**src/rtl/ophist_pkg.sv**
```systemverilog
// Shared constants and types for the order-five ordinal pattern histogram.
package ophist_pkg;

	localparam int MAX_DELAY_DEF    = 64;
	localparam int SAMPLE_WIDTH_DEF = 32;
	localparam int COUNT_WIDTH_DEF  = 32;

	// Window order five gives 5! patterns, one histogram bin each.
	localparam int NUM_BINS = 120;
	localparam int BIN_W    = 7;
	localparam int DELAY_W  = 7;
	localparam int ACTION_W = 2;

	typedef enum logic [ACTION_W-1:0] {
		ACT_PUSH  = 2'd0,
		ACT_READ  = 2'd1,
		ACT_CLEAR = 2'd2
	} action_t;

endpackage

```
**src/rtl/ophist_classify.sv**
```systemverilog
// Ordinal pattern classifier: ten signed comparisons and the fixed decision tree.
module ophist_classify #(
	parameter int SAMPLE_WIDTH = ophist_pkg::SAMPLE_WIDTH_DEF
) (
	input  logic [4:0][SAMPLE_WIDTH-1:0] win,
	output logic [ophist_pkg::BIN_W-1:0] code
);
	import ophist_pkg::*;

	logic c10, c20, c21, c30, c31, c32, c40, c41, c42, c43;

	// Ties count as not less.
	assign c10 = $signed(win[1]) < $signed(win[0]);
	assign c20 = $signed(win[2]) < $signed(win[0]);
	assign c21 = $signed(win[2]) < $signed(win[1]);
	assign c30 = $signed(win[3]) < $signed(win[0]);
	assign c31 = $signed(win[3]) < $signed(win[1]);
	assign c32 = $signed(win[3]) < $signed(win[2]);
	assign c40 = $signed(win[4]) < $signed(win[0]);
	assign c41 = $signed(win[4]) < $signed(win[1]);
	assign c42 = $signed(win[4]) < $signed(win[2]);
	assign c43 = $signed(win[4]) < $signed(win[3]);

	always_comb begin
		if (c40) begin
			if (c30) begin
				if (c41) begin
					if (c20) begin
						if (c31) begin
							if (c42) begin
								if (c10) code = c21 ? (c32 ? (c43 ? 7'd0 : 7'd1) : 7'd2)
								                    : (c43 ? 7'd3 : 7'd4);
								else code = c32 ? (c43 ? 7'd5 : 7'd6) : 7'd7;
							end else begin
								if (c10) code = c32 ? 7'd8 : (c43 ? 7'd9 : 7'd10);
								else code = c32 ? 7'd11 : (c43 ? 7'd12 : 7'd13);
							end
						end else begin
							code = c42 ? (c21 ? 7'd14 : (c32 ? 7'd15 : 7'd16)) : 7'd17;
						end
					end else if (c31) begin
						code = c10 ? (c43 ? 7'd18 : 7'd19)
						           : (c21 ? (c43 ? 7'd20 : 7'd21) : (c43 ? 7'd22 : 7'd23));
					end else begin
						code = 7'd24;
					end
				end else if (c20) begin
					if (c31) code = c42 ? 7'd25 : (c21 ? (c32 ? 7'd26 : 7'd27) : 7'd28);
					else if (c42) code = c32 ? (c43 ? 7'd29 : 7'd30) : 7'd31;
					else code = c21 ? (c43 ? 7'd32 : 7'd33)
					                : (c32 ? 7'd34 : (c43 ? 7'd35 : 7'd36));
				end else begin
					code = c31 ? 7'd37 : (c43 ? 7'd38 : 7'd39);
				end
			end else if (c41) begin
				if (c20) begin
					if (c31) code = c42 ? 7'd40 : 7'd41;
					else if (c42) code = c10 ? (c21 ? 7'd42 : 7'd43) : 7'd44;
					else code = c10 ? 7'd45 : 7'd46;
				end else if (c31) begin
					code = c21 ? (c32 ? 7'd47 : 7'd48) : 7'd49;
				end else if (c10) begin
					code = c32 ? 7'd50 : 7'd51;
				end else begin
					code = c21 ? 7'd52 : (c32 ? 7'd53 : 7'd54);
				end
			end else if (c20) begin
				code = c42 ? 7'd55 : (c21 ? 7'd56 : 7'd57);
			end else begin
				code = c32 ? 7'd58 : 7'd59;
			end
		end else if (c30) begin
			if (c41) begin
				if (c20) code = c32 ? 7'd60 : 7'd61;
				else code = c42 ? (c21 ? 7'd62 : 7'd63) : 7'd64;
			end else if (c20) begin
				if (c31) begin
					if (c10) code = c21 ? (c32 ? 7'd65 : 7'd66) : 7'd67;
					else code = c32 ? 7'd68 : 7'd69;
				end else begin
					code = c21 ? 7'd70 : (c32 ? 7'd71 : 7'd72);
				end
			end else if (c31) begin
				if (c42) code = c10 ? 7'd73 : 7'd74;
				else code = c10 ? 7'd75 : (c21 ? 7'd76 : 7'd77);
			end else begin
				code = c42 ? 7'd78 : 7'd79;
			end
		end else if (c41) begin
			if (c20) begin
				code = c31 ? (c43 ? 7'd80 : 7'd81) : 7'd82;
			end else if (c31) begin
				if (c42) code = c21 ? (c32 ? (c43 ? 7'd83 : 7'd84) : 7'd85)
				                    : (c43 ? 7'd86 : 7'd87);
				else code = c32 ? 7'd88 : (c43 ? 7'd89 : 7'd90);
			end else begin
				code = c42 ? (c21 ? 7'd91 : (c32 ? 7'd92 : 7'd93)) : 7'd94;
			end
		end else if (c20) begin
			if (c31) code = 7'd95;
			else if (c10) code = c21 ? (c43 ? 7'd96 : 7'd97) : (c43 ? 7'd98 : 7'd99);
			else code = c43 ? 7'd100 : 7'd101;
		end else if (c31) begin
			code = c42 ? 7'd102 : (c21 ? (c32 ? 7'd103 : 7'd104) : 7'd105);
		end else if (c42) begin
			if (c10) code = c32 ? (c43 ? 7'd106 : 7'd107) : 7'd108;
			else code = c32 ? (c43 ? 7'd109 : 7'd110) : 7'd111;
		end else if (c10) begin
			code = c32 ? 7'd112 : (c43 ? 7'd113 : 7'd114);
		end else if (c21) begin
			code = c43 ? 7'd115 : 7'd116;
		end else begin
			code = c32 ? 7'd117 : (c43 ? 7'd118 : 7'd119);
		end
	end

endmodule

```
**config.mk**
```make
export PLATFORM = sky130hd
export DESIGN_NAME = ophist_classify
export DESIGN_NICKNAME = d
export VERILOG_FILES = /design/src/rtl/ophist_pkg.sv /design/src/rtl/ophist_classify.sv
export SDC_FILE = /design/constraint.sdc
export NUM_CORES = 1
export LEC_CHECK = 0
export CAP_MARGIN = 5
export CORE_MARGIN = 5
export CORE_UTILIZATION = 55
export DETAILED_ROUTE_END_ITERATION = 10
export DONT_BUFFER_PORTS = 1
export PLACE_DENSITY_LB_ADDON = 0.2
export RECOVER_POWER = 100
export SLEW_MARGIN = 5
export SYNTH_ARGS = -nofsm -noshare
export SYNTH_HDL_FRONTEND = slang
export SYNTH_SLANG_ARGS = --single-unit
export TNS_END_PERCENT = 20
```
**constraint.sdc**
```tcl
create_clock -name vclk -period 3.3
set_input_delay 0.33 -clock vclk [all_inputs]
set_output_delay 0.33 -clock vclk [all_outputs]
set_load 0.02 [all_outputs]
```
Word level (Yosys, flattened, before mapping)
Index checks and enable logic that the tools add are counted.
{"block": "op_classes", "mux": 119, "magnitude_cmp": 10}
{"operator": "32-bit < comparator", "n": 10}
{"operator": "7-bit 2-to-1 mux", "n": 22}
{"operator": "3-bit 2-to-1 mux", "n": 29}
{"operator": "2-bit 2-to-1 mux", "n": 24}
{"operator": "4-bit 2-to-1 mux", "n": 9}
{"operator": "5-bit 2-to-1 mux", "n": 6}
{"operator": "1-bit 2-to-1 mux", "n": 26}
{"operator": "6-bit 2-to-1 mux", "n": 3}
{"block": "totals", "out_inout_bits": 7, "reg_bits": 0}

Longest topological paths before layout
{"block": "depth", "depth_word": 11, "mapped_depth": 17}

Least setup slack after synthesis
No wires, ideal clock.
{"block": "synth_timing", "kind": "input to output", "from": "input port win[63] (netlist name)", "to": "output port code[5] (netlist name)", "setup_slack_ns": -0.234, "cell_stages": 11, "t_arrival_ns": 3.204, "path_buffers": 0, "cell_sequence": "inv_1 > ha_1 > and4_1 > and4_1 > a221oi_1 > o211ai_1 > a41oi_1 > xor2_1 > nor2_1 > a21boi_0 > o22ai_1"}
{"block": "synth_between", "elab_chain_len": 6, "elab_cells_between_ends": 16, "cone_classes": "2 x order compare; 14 x mux"}
{"element": "from (decl)", "line": "ophist_classify.sv:5", "source": "input logic [4:0][SAMPLE_WIDTH-1:0] win,"}
{"element": "32-bit < comparator", "line": "ophist_classify.sv:17", "source": "assign c31 = $signed(win[3]) < $signed(win[1]);"}
{"element": "7-bit 2-to-1 mux, or another cell as far along", "line": "ophist_classify.sv:103", "source": "end else if (c31) begin"}
{"element": "7-bit 2-to-1 mux (on tied branches)", "line": "ophist_classify.sv:99, ophist_classify.sv:28, ophist_classify.sv:47"}
{"element": "7-bit 2-to-1 mux (on tied branches)", "line": "ophist_classify.sv:89, ophist_classify.sv:27"}
{"element": "7-bit 2-to-1 mux (on tied branches)", "line": "ophist_classify.sv:72, ophist_classify.sv:26"}
{"element": "7-bit 2-to-1 mux (*)", "line": "ophist_classify.sv:25", "source": "if (c40) begin"}
{"element": "to (decl)", "line": "ophist_classify.sv:6", "source": "output logic [ophist_pkg::BIN_W-1:0] code"}
Every way passes the cells marked *; elsewhere a longest branch is shown, timed or not.

Worst setup path in the final report
{"block": "layout_timing", "from": "input port win[46] (netlist name)", "to": "output port code[0] (netlist name)"}
{"block": "layout_between", "elab_chain_len": 9, "elab_cells_between_ends": 73, "cone_classes": "4 x order compare; 69 x mux"}
{"element": "32-bit < comparator", "line": "ophist_classify.sv:15", "source": "assign c21 = $signed(win[2]) < $signed(win[1]);"}
{"element": "3-bit 2-to-1 mux, or another cell as far along", "line": "ophist_classify.sv:110", "source": "end else if (c21) begin"}
{"element": "3-bit 2-to-1 mux (on tied branches)"}
{"element": "7-bit 2-to-1 mux, or another cell as far along", "line": "ophist_classify.sv:105", "source": "end else if (c42) begin"}
{"element": "7-bit 2-to-1 mux, or another cell as far along", "line": "ophist_classify.sv:103"}
{"element": "7-bit 2-to-1 mux (on tied branches) (2 in a row)"}
{"element": "7-bit 2-to-1 mux (on tied branches)", "line": "ophist_classify.sv:72, ophist_classify.sv:26"}
{"element": "7-bit 2-to-1 mux (*)", "line": "ophist_classify.sv:25"}
Marked as above.

==> flow_metrics.py <==
metrics = {
    "route": {
        "vias": 9895,
        "dr.pass1.iters": 5,
        "routed_wirelength_um": 31800,
        "vias_per_cell": 6.37,
        "drc": 0,
        "postRouteAntennaNets": 0,
        "wl_per_cell_um": 20.5,
        "drtIter0Drc": 582,
    },
    "sta": {
        "min_period_over_period": 1.09,
        "hold_viol_final": 0,
        "rsz0062_at_grt": "true",
        "fmax_mhz": 278,
        "drv_slew": 0,
        "finalCriticalPeriod_ps": 3590,
        "timing.final.ws_setup_ps": -291,
        "worst_slew_pin_slew_ps": 552,
        "relSlewSlack": 0.631,
        "finalSetupViolCount": 6,
    },
    "finish": {
        "stdcell_area_um2": 11400,
        "final_cell_mix": "ha_1, buf_4, inv_1, a21oi_1, nand2_1",
        "nNetsFinal": 1840,
        "design.seq.count": 0,
        "register_area_um2": 0,
        "area_delta_synth_final_pct": 33.7,
        "drive_above_1_share": 0.275,
        "diodes": 0,
        "final_common_cell": "ha_1",
        "final_util": 0.748,
        "num-clock-buffers": 0,
    },
    "global_routing": {
        "top_usage_layer": "met2",
        "track_usage": 0.337,
        "grt_pass1_wl_um": 50100,
        "grt_max_degree": 18,
        "grt_pass1_vias": 10100,
        "antenna_found_initial": 0,
        "met1_usage": 0.410,
        "gr-usage-met2": 0.585,
        "overflow": 0,
        "grtUsageMet3": 0.0645,
    },
    "critical_path": {
        "required_ps": 2970,
        "cp.arrival_ps": 3260,
        "crit_chain": "clkinvlp_4, ha_4, nand2_1, o211ai_1, a41oi_2, or2_4, or3_4, a21oi_4, o22ai_1, a211o_1, a211oi_2, a2111oi_2, o211ai_1, buf_4",
        "cp_num_cells": 14,
        "path_buf_inv": 2,
        "critPathMaxFanout": 4,
        "end_kind": "output port",
        "worstSetupPathType": "input port to output port",
        "startpoint_type": "input port",
        "path_delay_family": "compound AO/OA/AOI/OAI gates",
        "path_common_cell": "o211ai_1",
        "slowest_delay_ps": 380,
        "cp_slowest_cell": "or3_4",
    },
    "flow_run": {
        "cap_violations": 0,
    },
    "floorplanning": {
        "dieArea_um2": 18100,
        "die_h_um": 134,
        "core_um2": 15200,
        "start_util": 0.560,
        "fp.dieW_um": 134,
        "ios": 167,
        "rows": 45,
    },
    "logic_synthesis": {
        "netlist.area_leader.share": 0.459,
        "netlist_area_um2": 8510,
        "synthDistinctLibCells": 72,
        "seq_area_frac_synth": 0,
        "synthTopCellsByArea": "ha_1, a21oi_1, inv_1, nand2_1, o21ai_0",
        "avgSynthCellArea_um2": 7.50,
        "synth_nets": 1607,
        "synth_cells": 1135,
        "yosys_warnings": 0,
        "synth.largest_area_cell": "ha_1",
    },
    "placed_design": {
        "globalplace.congestion": 1.03,
        "portBuffers": 0,
        "pre_cts_slack_ps": -596,
        "hpwl_um": 26400,
        "placed_cell_area_um2": 10500,
    },
    "power": {
        "peakVddDrop_uv": 218,
        "power_w": 0.00230,
        "leakage_nw": 5.89,
        "power_density_nw_per_um2": 202,
    },
    "outcome": {
        "outcome": "finished with violations",
        "violations": "setup timing",
    },
    "hold_path": {
        "hold_path.class": "input port to output port",
        "hold_depth": 6,
    },
}
[cell usage after synthesis (7+ instances only)]
library cell	count
ha_1	312
inv_1	136
a21oi_1	107
nand2_1	83
nor2_1	61
o21ai_0	61
nand3_1	33
a21o_1	31
nand4_1	31
nor3_1	22
a211oi_1	17
a31oi_1	16
o211ai_1	15
nor2b_1	14
and4_1	13
a211o_1	12
nand2b_1	12
o21a_1	11
a2111oi_0	9
clkbuf_1	9
o2111ai_1	9
buf_2	7
o22ai_1	7
[final timing paths]
path | startpoint | end | slack (ps)
setup / recovery | win[46] | code[0] | -290
hold / removal | win[159] | code[1] | 1420
[what timing repair did]
item                                   4_1_cts  5_1_grt
setup buffers                               19        3
pin swaps                                   55       20
gates resized for setup                    104       46
setup endpoints to repair                    7        7
hold buffers                                 0        0
endpoints found under the hold margin        0        0
[report_power, final]
group	switching (W)	total, W	internal (W)
Sequential	0	0	0
Clock	0	0	0
Combinational	0.00118	0.00230	0.00112
Total	0.00118	0.00230	0.00112
[area by class of cell]
type / count / area [µm²]
fill: 1185 / 3830
inverter: 138 / 527
multi-input combinational: 975 / 8630
tap: 188 / 235
timing repair buffer: 253 / 1980
[cells by family after synthesis]
family,after synthesis,synth area share
adders and majority gates,312,0.459
xor gates and xnor gates,2,0.00206
and+or+nand+nor,295,0.173
muxes,5,0.00765
AOI/OAI and AO/OA,361,0.284
buffers and inverters,160,0.0747
[metal layers]
layer  share of wire  routed length, µm
met5               0                  0
met4           0.044               1400
met3           0.080               2540
met2            0.47              14900
met1            0.41              13000
[metrics by stage]
| step | setup TNS [ps] | std cells | hold WS [ps] |
|---|---|---|---|
| after floorplan | -153 | 1135 | 1220 |
| after global placement | -2750 | 1532 | 1370 |
| after detailed placement | -2700 | 1532 | 1380 |
| after CTS | -910 | 1551 | 1390 |
| after global routing | -2070 | 1554 | 1480 |
| final | -1280 | 1554 | 1420 |
Note: power is estimated with default switching activity, not from simulation.
